[src/hdl/ptsched_pkg.sv]
// Shared types and constants for the preemptive three-level task scheduler.
// No dependencies; imported by the scheduler top level.
package ptsched_pkg;

    // Default configuration.
    localparam int PTS_QUEUE_DEPTH = 4;
    localparam int PTS_ID_WIDTH    = 8;

    // Number of priority levels, level 0 being the most urgent.
    localparam int PTS_LEVELS = 3;

    // Level code that carries no meaning on an arrival.
    localparam logic [1:0] PTS_LEVEL_NONE = 2'd3;

    // Word layouts on the stream ports.
    localparam int PTS_S_TDATA_W = 16;
    localparam int PTS_M_TDATA_W = 24;
    localparam int PTS_PORT_ID_W = 8;

    // What an input word asks for.
    typedef enum logic {
        KIND_ARRIVAL = 1'b0,
        KIND_TICK    = 1'b1
    } kind_t;

    // Where the next running task came from.
    typedef enum logic [1:0] {
        SRC_NONE,
        SRC_FIFO,
        SRC_STACK
    } sel_src_t;

endpackage

[src/hdl/preemptive_three_level_task_scheduler.sv]
// Top level of the preemptive three-level task scheduler.
// Depends on ptsched_pkg and ptsched_ram.
//
// The scheduler takes one word per clock cycle while its result register is free or
// draining, and answers each with one registered result word; the whole decision (store,
// preemption check, pick of the next task) is settled combinationally between the input
// handshake and the result register. Each level FIFO and the preemption stack sit in small
// memories whose read port always holds the current head or top, so back-to-back words
// never wait. An input word is taken whenever the result register is empty or being
// drained in the same cycle. There is no clearing pass after reset: level counts, stack
// count, running slot and resume flag are cleared at once.
module preemptive_three_level_task_scheduler
    import ptsched_pkg::*;
#(
    parameter int QUEUE_DEPTH = PTS_QUEUE_DEPTH,
    parameter int ID_WIDTH    = PTS_ID_WIDTH
) (
    input  logic                     aclk,
    input  logic                     aresetn,
    input  logic                     s_tvalid,
    output logic                     s_tready,
    // priority_req [1:0], task_id [9:2], zero fill [15:10]
    input  logic [PTS_S_TDATA_W-1:0] s_tdata,
    // kind [0]
    input  logic [0:0]               s_tuser,
    output logic                     m_tvalid,
    input  logic                     m_tready,
    // accepted [0], completed_valid [1], completed_id [9:2], running_valid [10],
    // running_id [18:11], running_priority [20:19], resume_flag [21], zero fill [23:22]
    output logic [PTS_M_TDATA_W-1:0] m_tdata
);

    localparam int QIW   = (QUEUE_DEPTH > 1) ? $clog2(QUEUE_DEPTH) : 1;
    localparam int CW    = $clog2(QUEUE_DEPTH + 1);
    localparam int SUMW  = CW + 1;
    localparam int SD    = 3 * QUEUE_DEPTH;
    localparam int SIW   = $clog2(SD);
    localparam int SCW   = $clog2(SD + 1);
    localparam int TW    = $clog2(6 * QUEUE_DEPTH + 1);
    localparam int SEW   = 2 + ID_WIDTH;

    // Level FIFO bookkeeping.
    logic [QIW-1:0]      head_reg   [PTS_LEVELS];
    logic [QIW-1:0]      head_next  [PTS_LEVELS];
    logic [CW-1:0]       count_reg  [PTS_LEVELS];
    logic [CW-1:0]       count_next [PTS_LEVELS];
    logic [QIW-1:0]      head_inc   [PTS_LEVELS];
    logic [SUMW-1:0]     tail_sum   [PTS_LEVELS];
    logic [QIW-1:0]      tail_addr  [PTS_LEVELS];
    logic [QIW-1:0]      fifo_raddr [PTS_LEVELS];
    logic [ID_WIDTH-1:0] fifo_rdata [PTS_LEVELS];
    logic [ID_WIDTH-1:0] head_val   [PTS_LEVELS];
    logic                wr_lvl     [PTS_LEVELS];
    logic                pop_lvl    [PTS_LEVELS];
    logic                avail_lvl  [PTS_LEVELS];

    // Preemption stack bookkeeping.
    logic [SCW-1:0] stack_cnt_reg;
    logic [SCW-1:0] stack_cnt_next;
    logic [SCW-1:0] stack_cnt_pushed;
    logic [SCW-1:0] stack_top_cnt;
    logic [SIW-1:0] stack_raddr;
    logic [SIW-1:0] stack_waddr;
    logic [SEW-1:0] stack_wdata;
    logic [SEW-1:0] stack_rdata;
    logic [SEW-1:0] stack_top;
    logic           stack_push;
    logic           stack_pop;

    // Running slot and resume flag.
    logic                run_valid_reg;
    logic                run_valid_next;
    logic [ID_WIDTH-1:0] run_id_reg;
    logic [ID_WIDTH-1:0] run_id_next;
    logic [1:0]          run_prio_reg;
    logic [1:0]          run_prio_next;
    logic                resume_reg;
    logic                resume_next;

    // Input word fields.
    logic                  s_fire;
    kind_t                 in_kind;
    logic [1:0]            in_prio;
    logic [PTS_PORT_ID_W-1:0] in_id_port;
    logic [ID_WIDTH+PTS_PORT_ID_W-1:0] in_id_ext;
    logic [ID_WIDTH-1:0]   in_id;

    // Decision signals.
    logic [TW-1:0] total;
    logic          arr_valid;
    logic          do_sel;
    sel_src_t      sel_src;
    logic          completed_valid;
    logic [ID_WIDTH-1:0] completed_id;

    // Result register.
    logic                     m_valid_reg;
    logic [PTS_M_TDATA_W-1:0] m_data_reg;
    logic [PTS_M_TDATA_W-1:0] m_data_next;
    logic [ID_WIDTH+PTS_PORT_ID_W-1:0] comp_id_ext;
    logic [ID_WIDTH+PTS_PORT_ID_W-1:0] run_id_ext;
    logic [PTS_PORT_ID_W-1:0] comp_id_port;
    logic [PTS_PORT_ID_W-1:0] run_id_port;
    logic [1:0]               run_prio_port;

    // Handshake: a new word is taken while the result register is free or draining.
    assign s_tready = !m_valid_reg || m_tready;
    assign s_fire   = s_tvalid && s_tready;
    assign m_tvalid = m_valid_reg;
    assign m_tdata  = m_data_reg;

    // Unpack the input word and size the identifier to ID_WIDTH.
    assign in_kind    = kind_t'(s_tuser[0]);
    assign in_prio    = s_tdata[1:0];
    assign in_id_port = s_tdata[9:2];
    assign in_id_ext  = {{ID_WIDTH{1'b0}}, in_id_port};
    assign in_id      = in_id_ext[ID_WIDTH-1:0];

    // Storage for the three level FIFOs.
    for (genvar g = 0; g < PTS_LEVELS; g++) begin : g_fifo
        ptsched_ram #(
            .DEPTH (QUEUE_DEPTH),
            .WIDTH (ID_WIDTH)
        ) u_fifo_ram (
            .aclk  (aclk),
            .we    (s_fire && wr_lvl[g]),
            .waddr (tail_addr[g]),
            .wdata (in_id),
            .raddr (fifo_raddr[g]),
            .rdata (fifo_rdata[g])
        );
    end

    // Storage for the preemption stack, entries are {priority, id}.
    ptsched_ram #(
        .DEPTH (SD),
        .WIDTH (SEW)
    ) u_stack_ram (
        .aclk  (aclk),
        .we    (s_fire && stack_push),
        .waddr (stack_waddr),
        .wdata (stack_wdata),
        .raddr (stack_raddr),
        .rdata (stack_rdata)
    );

    // Store, preemption check and selection of the next running task.
    always_comb begin
        total = TW'(stack_cnt_reg);
        for (int l = 0; l < PTS_LEVELS; l++) begin
            total = total + TW'(count_reg[l]);
        end

        arr_valid = (in_kind == KIND_ARRIVAL) && (in_prio != PTS_LEVEL_NONE)
                    && (total < TW'(SD));

        // Arrival write position in each level.
        for (int l = 0; l < PTS_LEVELS; l++) begin
            wr_lvl[l]   = arr_valid && (in_prio == 2'(l))
                          && (count_reg[l] < CW'(QUEUE_DEPTH));
            tail_sum[l] = SUMW'(head_reg[l]) + SUMW'(count_reg[l]);
            if (tail_sum[l] >= SUMW'(QUEUE_DEPTH)) begin
                tail_sum[l] = tail_sum[l] - SUMW'(QUEUE_DEPTH);
            end
            tail_addr[l] = tail_sum[l][QIW-1:0];
            avail_lvl[l] = (count_reg[l] != '0) || wr_lvl[l];
            head_val[l]  = (count_reg[l] == '0) ? in_id : fifo_rdata[l];
        end

        // Preemption check on an arrival, or completion on a tick.
        do_sel          = 1'b0;
        stack_push      = 1'b0;
        completed_valid = 1'b0;
        completed_id    = '0;
        if (in_kind == KIND_TICK) begin
            do_sel          = 1'b1;
            completed_valid = run_valid_reg;
            completed_id    = run_valid_reg ? run_id_reg : '0;
        end else if (arr_valid && !resume_reg) begin
            if (!run_valid_reg) begin
                do_sel = 1'b1;
            end else if (run_prio_reg > in_prio) begin
                do_sel     = 1'b1;
                stack_push = (stack_cnt_reg < SCW'(SD));
            end
        end

        stack_wdata      = {run_prio_reg, run_id_reg};
        stack_waddr      = stack_cnt_reg[SIW-1:0];
        stack_cnt_pushed = stack_cnt_reg + SCW'(stack_push);
        stack_top        = stack_push ? stack_wdata : stack_rdata;

        // Highest non-empty level first, then the stack top.
        sel_src = SRC_NONE;
        for (int l = 0; l < PTS_LEVELS; l++) begin
            pop_lvl[l] = 1'b0;
        end
        if (do_sel) begin
            if (avail_lvl[0]) begin
                pop_lvl[0] = 1'b1;
                sel_src    = SRC_FIFO;
            end else if (avail_lvl[1]) begin
                pop_lvl[1] = 1'b1;
                sel_src    = SRC_FIFO;
            end else if (avail_lvl[2]) begin
                pop_lvl[2] = 1'b1;
                sel_src    = SRC_FIFO;
            end else if (stack_cnt_pushed != '0) begin
                sel_src = SRC_STACK;
            end
        end
        stack_pop = (sel_src == SRC_STACK);

        // Running slot update.
        run_valid_next = run_valid_reg;
        run_id_next    = run_id_reg;
        run_prio_next  = run_prio_reg;
        case (sel_src)
            SRC_FIFO: begin
                run_valid_next = 1'b1;
                if (pop_lvl[0]) begin
                    run_id_next   = head_val[0];
                    run_prio_next = 2'd0;
                end else if (pop_lvl[1]) begin
                    run_id_next   = head_val[1];
                    run_prio_next = 2'd1;
                end else begin
                    run_id_next   = head_val[2];
                    run_prio_next = 2'd2;
                end
            end
            SRC_STACK: begin
                run_valid_next = 1'b1;
                run_id_next    = stack_top[ID_WIDTH-1:0];
                run_prio_next  = stack_top[SEW-1:ID_WIDTH];
            end
            default: begin
                if (do_sel) begin
                    run_valid_next = 1'b0;
                end
            end
        endcase

        // The resume flag follows only the selection made on a tick.
        resume_next = resume_reg;
        if (in_kind == KIND_TICK) begin
            case (sel_src)
                SRC_STACK: resume_next = 1'b1;
                SRC_NONE:  resume_next = 1'b0;
                default:   resume_next = resume_reg;
            endcase
        end

        // Pointer and count updates; the read port is steered to the next head.
        for (int l = 0; l < PTS_LEVELS; l++) begin
            head_inc[l] = (head_reg[l] == QIW'(QUEUE_DEPTH - 1)) ? '0
                          : head_reg[l] + QIW'(1);
            count_next[l] = count_reg[l];
            head_next[l]  = head_reg[l];
            if (s_fire) begin
                count_next[l] = count_reg[l] + CW'(wr_lvl[l]) - CW'(pop_lvl[l]);
                head_next[l]  = pop_lvl[l] ? head_inc[l] : head_reg[l];
            end
            fifo_raddr[l] = head_next[l];
        end

        stack_cnt_next = stack_cnt_reg;
        if (s_fire) begin
            stack_cnt_next = stack_cnt_pushed - SCW'(stack_pop);
        end
        stack_top_cnt = stack_cnt_next - SCW'(1);
        stack_raddr   = stack_top_cnt[SIW-1:0];

        // Pack the result word.
        comp_id_ext   = {{PTS_PORT_ID_W{1'b0}}, completed_id};
        comp_id_port  = comp_id_ext[PTS_PORT_ID_W-1:0];
        run_id_ext    = {{PTS_PORT_ID_W{1'b0}}, run_id_next};
        run_id_port   = run_valid_next ? run_id_ext[PTS_PORT_ID_W-1:0] : '0;
        run_prio_port = run_valid_next ? run_prio_next : 2'd0;
        m_data_next   = {2'b00, resume_next, run_prio_port, run_id_port, run_valid_next,
                         comp_id_port, completed_valid,
                         wr_lvl[0] || wr_lvl[1] || wr_lvl[2]};
    end

    // Scheduler state registers.
    always_ff @(posedge aclk) begin
        if (!aresetn) begin
            for (int l = 0; l < PTS_LEVELS; l++) begin
                head_reg[l]  <= '0;
                count_reg[l] <= '0;
            end
            stack_cnt_reg <= '0;
            run_valid_reg <= 1'b0;
            resume_reg    <= 1'b0;
        end else begin
            for (int l = 0; l < PTS_LEVELS; l++) begin
                head_reg[l]  <= head_next[l];
                count_reg[l] <= count_next[l];
            end
            stack_cnt_reg <= stack_cnt_next;
            if (s_fire) begin
                run_valid_reg <= run_valid_next;
                resume_reg    <= resume_next;
            end
        end
    end

    // Running task payload.
    always_ff @(posedge aclk) begin
        if (s_fire) begin
            run_id_reg   <= run_id_next;
            run_prio_reg <= run_prio_next;
        end
    end

    // Result register.
    always_ff @(posedge aclk) begin
        if (!aresetn) begin
            m_valid_reg <= 1'b0;
        end else if (s_fire) begin
            m_valid_reg <= 1'b1;
        end else if (m_tready) begin
            m_valid_reg <= 1'b0;
        end
    end

    always_ff @(posedge aclk) begin
        if (s_fire) begin
            m_data_reg <= m_data_next;
        end
    end

    // The tasks held in FIFOs and on the stack never exceed the shared store size.
    a_store_bound: assert property (@(posedge aclk) disable iff (!aresetn)
        total <= TW'(SD))
        else $error("stored task count exceeds the store size");

    // No level FIFO holds more than its depth.
    a_level_bound: assert property (@(posedge aclk) disable iff (!aresetn)
        (count_reg[0] <= CW'(QUEUE_DEPTH)) && (count_reg[1] <= CW'(QUEUE_DEPTH))
        && (count_reg[2] <= CW'(QUEUE_DEPTH)))
        else $error("level FIFO count exceeds its depth");

    // The resume flag is only raised by a pop from a non-empty stack.
    a_resume_from_stack: assert property (@(posedge aclk) disable iff (!aresetn)
        $rose(resume_reg) |-> ($past(stack_cnt_reg) != '0))
        else $error("resume flag raised without a stacked task");

    // Scheduler state holds while no word is taken.
    a_state_holds: assert property (@(posedge aclk) disable iff (!aresetn)
        !s_fire |=> ($stable(stack_cnt_reg) && $stable(run_valid_reg)
                     && $stable(resume_reg)))
        else $error("scheduler state changed without an input word");

endmodule

[src/hdl/ptsched_ram.sv]
// Simple dual-port storage with registered read and write-to-read bypass.
// Depends on nothing; used for the level FIFOs and the preemption stack.
module ptsched_ram #(
    parameter int DEPTH = 4,
    parameter int WIDTH = 8
) (
    input  logic                                    aclk,
    input  logic                                    we,
    input  logic [((DEPTH > 1) ? $clog2(DEPTH) : 1)-1:0] waddr,
    input  logic [WIDTH-1:0]                        wdata,
    input  logic [((DEPTH > 1) ? $clog2(DEPTH) : 1)-1:0] raddr,
    output logic [WIDTH-1:0]                        rdata
);

    logic [WIDTH-1:0] mem [DEPTH];
    logic [WIDTH-1:0] rdata_reg;

    // Write port, and a read that returns the word being written to the same address.
    always_ff @(posedge aclk) begin
        if (we) begin
            mem[waddr] <= wdata;
        end
        if (we && (waddr == raddr)) begin
            rdata_reg <= wdata;
        end else begin
            rdata_reg <= mem[raddr];
        end
    end

    assign rdata = rdata_reg;

endmodule
[config.mk]
export PLATFORM = sky130hd
export DESIGN_NAME = preemptive_three_level_task_scheduler
export DESIGN_NICKNAME = d
export VERILOG_FILES = /design/src/hdl/ptsched_pkg.sv /design/src/hdl/preemptive_three_level_task_scheduler.sv /design/src/hdl/ptsched_ram.sv
export SDC_FILE = /design/constraint.sdc
export NUM_CORES = 1
export LEC_CHECK = 0
export BUFFER_PORTS_ARGS = -buffer_cell sky130_fd_sc_hd__buf_2
export CAP_MARGIN = 20
export CORE_MARGIN = 2
export CORE_UTILIZATION = 30
export DETAILED_ROUTE_END_ITERATION = 7
export GPL_TIMING_DRIVEN = 0
export SYNTH_ARGS = -nofsm -noshare
export SYNTH_HDL_FRONTEND = slang
export SYNTH_SLANG_ARGS = --single-unit
[constraint.sdc]
create_clock -name aclk -period 14.38 [get_ports aclk]
set_clock_uncertainty 0.1 [all_clocks]
set_input_delay 0.719 -clock aclk [delete_from_list [all_inputs] [get_ports aclk]]
set_output_delay 0.719 -clock aclk [all_outputs]
set_load 0.005 [all_outputs]
==> flow_summary.yaml <==
run_status:
  status: "finished clean"
power:
  power.leakage_nw: 4.92
  ir_drop_uv: 104
  p_total_mw: 2.06
  p_per_area_mw_per_mm2: 145
setup_path:
  worstSetupPathType: "flop to flop"
  endpoint_kind: "flop"
  crit_arrival_ns: 7.28
  cp_max_fo: 10
  cp.required_ns: 14.55
  worst_setup_path_start_kind: "flop"
synth:
  synth_edf_count: 248
  syn_inst: 793
  synthArstFlopShare_pct: 0
  ys_seq_area_share_pct: 65.6
  yosysWarnings: 0
  ys.flop_type: "edfxtp_1"
  synth_area_leaders: "edfxtp_1 (60%), mux4_2 (9.1%), dfxtp_1 (5.2%), ha_1 (2.4%), mux2i_1 (2.0%)"
  synth_cell_types: 63
  yosys.area.top_type: "edfxtp_1"
  synth_seq_cells: 280
  synth_top_cell_area_share_pct: 60.4
  synth_area_per_cell_um2: 15.5
  netlist_area_mm2: 0.0123
sta:
  max_freq_mhz: 141
  min_period_ns: 7.11
  worst_slew_pin_slew_ns: 1.06
  setup_violations: 0
  slew_headroom_pct: 29.2
  slew_viol_final: 0
  rsz0062_at_grt: "false"
  hold_viol: 0
  finalCritPeriodShare_pct: 49.5
  fin_tns_setup_ns: 0
global_route:
  grt_max_degree: 32
  busiest_layer: "met2"
  met1_usage_pct: 18.1
  gr-usage-met3_pct: 2.14
  grt-ovfl-total: 0
  grtUsageTotal_pct: 13.3
  met2_usage_pct: 22.2
  grt_pass1_vias: 7173
  antenna_found_initial: 0
  grt_pass1_wl_um: 43000
layout:
  fin_area_mm2: 0.0143
  largest_reg_flops: 120
  areaGrowthSynthToFinish_pct: 15.6
  fin_nets: 928
  layout_commonest_cell: "edfxtp_1"
  fill_cells: 3919
  layout_common_cells: "edfxtp_1 (248), mux4_2 (50), buf_2 (49), nand2_1 (44), nor2_1 (43)"
  drive_gt1_share_pct: 19.1
  largest-register: "u_stack_ram.mem"
  diodes: 0
  final_cell_count_no_fill: 1429
  finish.utilization_pct: 35.0
clock_network:
  cts.sinks: 280
  cts_setup_buffers: 0
  htreeDepth: 1
  cts_buffer_depth: 3
  numCtsBuffers: 29
  path_clk_slew_ns: 0.06
  clk_latency_ns: 0.56
  cts_root_buffer: "clkbuf_16"
  cts_resized: 0
  cts_hold_buf: 0
  cts_tree: "built"
drt:
  num_vias: 7048
  viasPerCell: 4.93
  drt_first_pass_iters: 5
  drt_iter0_drc: 438
  drc: 0
  wl_um: 27600
  wl_per_cell_um: 19.3
  postRouteAntennaNets: 0
place:
  dp_hpwl_um: 19900
  dp.cells: 1373
  place_area_mm2: 0.0133
  place_congestion: 0.848
  port_buffers: 38
die:
  coreArea_mm2: 0.0407
  die_h_um: 207
  num_io_pins: 47
  die_area_mm2: 0.0427
  std_cell_rows: 74
  dieWidth_um: 207
  start_util_pct: 30.3
min_path:
  hold_class: "input port to flop"
flow_run:
  maxCapViolCount: 0
[logic make-up (layout without fill, tap and decap cells)]
logic type,after synthesis,count (layout),synth area share [%]
flip-flops,280,280,65.6
AND/OR/NAND/NOR,170,170,6.91
AO/OA/AOI/OAI,133,133,7.98
multiplexers,83,83,11.9
buffers and inverters,75,178,2.42
adder cells (fa/ha/maj),33,33,3.90
XOR/XNOR,18,18,1.28
other,1,2,0.0304
[power by group]
| part | switching [mW] | internal [mW] | total [mW] |
|---|---|---|---|
| Sequential | 0.0452 | 0.949 | 0.994 |
| Clock | 0.302 | 0.443 | 0.745 |
| Combinational | 0.196 | 0.126 | 0.322 |
[worst max-delay path, stage by stage (launching register included)]
cell      delay, ns
dfxtp_1        0.33
clkbuf_1       0.36
inv_1          0.19
fa_1           0.54
fa_1           0.47
nand3b_1       0.26
fa_1           0.43
xor2_1         0.23
o21ai_2        0.13
a21oi_1        0.30
buf_2          0.29
nand2_1        0.12
inv_2          0.18
ha_1           0.21
ha_1           0.29
nand3_1        0.11
o21a_1         0.13
o22ai_1        0.20
nand2_1        0.14
and3_1         0.19
ha_1           0.30
inv_1          0.19
nor2_1         0.11
buf_1          0.30
o41ai_1        0.71
[per-stage QoR]
stage | setup slack, ns | hold WS, ns
after floorplan | 8.52 | 0.372
after global placement | 7.43 | 0.397
after detailed placement | 7.29 | 0.407
after CTS | 7.25 | 0.302
after global routing | 6.67 | 0.324
final | 7.27 | 0.323
[cell usage after synthesis (all sizes together) (15+ instances only)]
| master | instances |
|---|---|
| edfxtp | 248 |
| dfxtp | 32 |
| clkbuf | 24 |
| buf | 15 |
| nor3 | 15 |
| nor2 | 43 |
| inv | 35 |
| o21ai | 21 |
| ha | 24 |
| mux4 | 50 |
| xnor2 | 16 |
| a21oi | 25 |
| nand2 | 44 |
| mux2i | 25 |
[worst paths after layout]
kind | start | cells after the start | end | slack, ns
max | stack_cnt_reg[1]$_SDFF_PN0_ | 24 | m_tdata[11]$_SDFFCE_PN0P_ | 7.27
min | s_tvalid | 3 | m_tvalid$_SDFFE_PN0P_ | 0.32
max reg2reg | stack_cnt_reg[1]$_SDFF_PN0_ | 24 | m_tdata[11]$_SDFFCE_PN0P_ | 7.27
min reg2reg | head_reg[0][3]$_SDFF_PN0_ | 2 | head_reg[0][3]$_SDFF_PN0_ | 0.41
[routing by layer]
layer	vias up	part of all wire, %
met5	-	0
met4	0	1.9
met3	33	4.7
met2	154	49
met1	3553	45
li1	3308	-
[final cells by class]
type,instances,area [um^2],area share (%)
flip-flops and latches,280,8090,56.7
clock inverters,16,184,1.29
multi-input cells,439,3960,27.8
repair buffers,49,297,2.08
clock buffers,38,759,5.33
plain buffers,39,164,1.15
well taps,532,666,4.67
inverters,36,135,0.948
(Power assumes the default switching activity.)
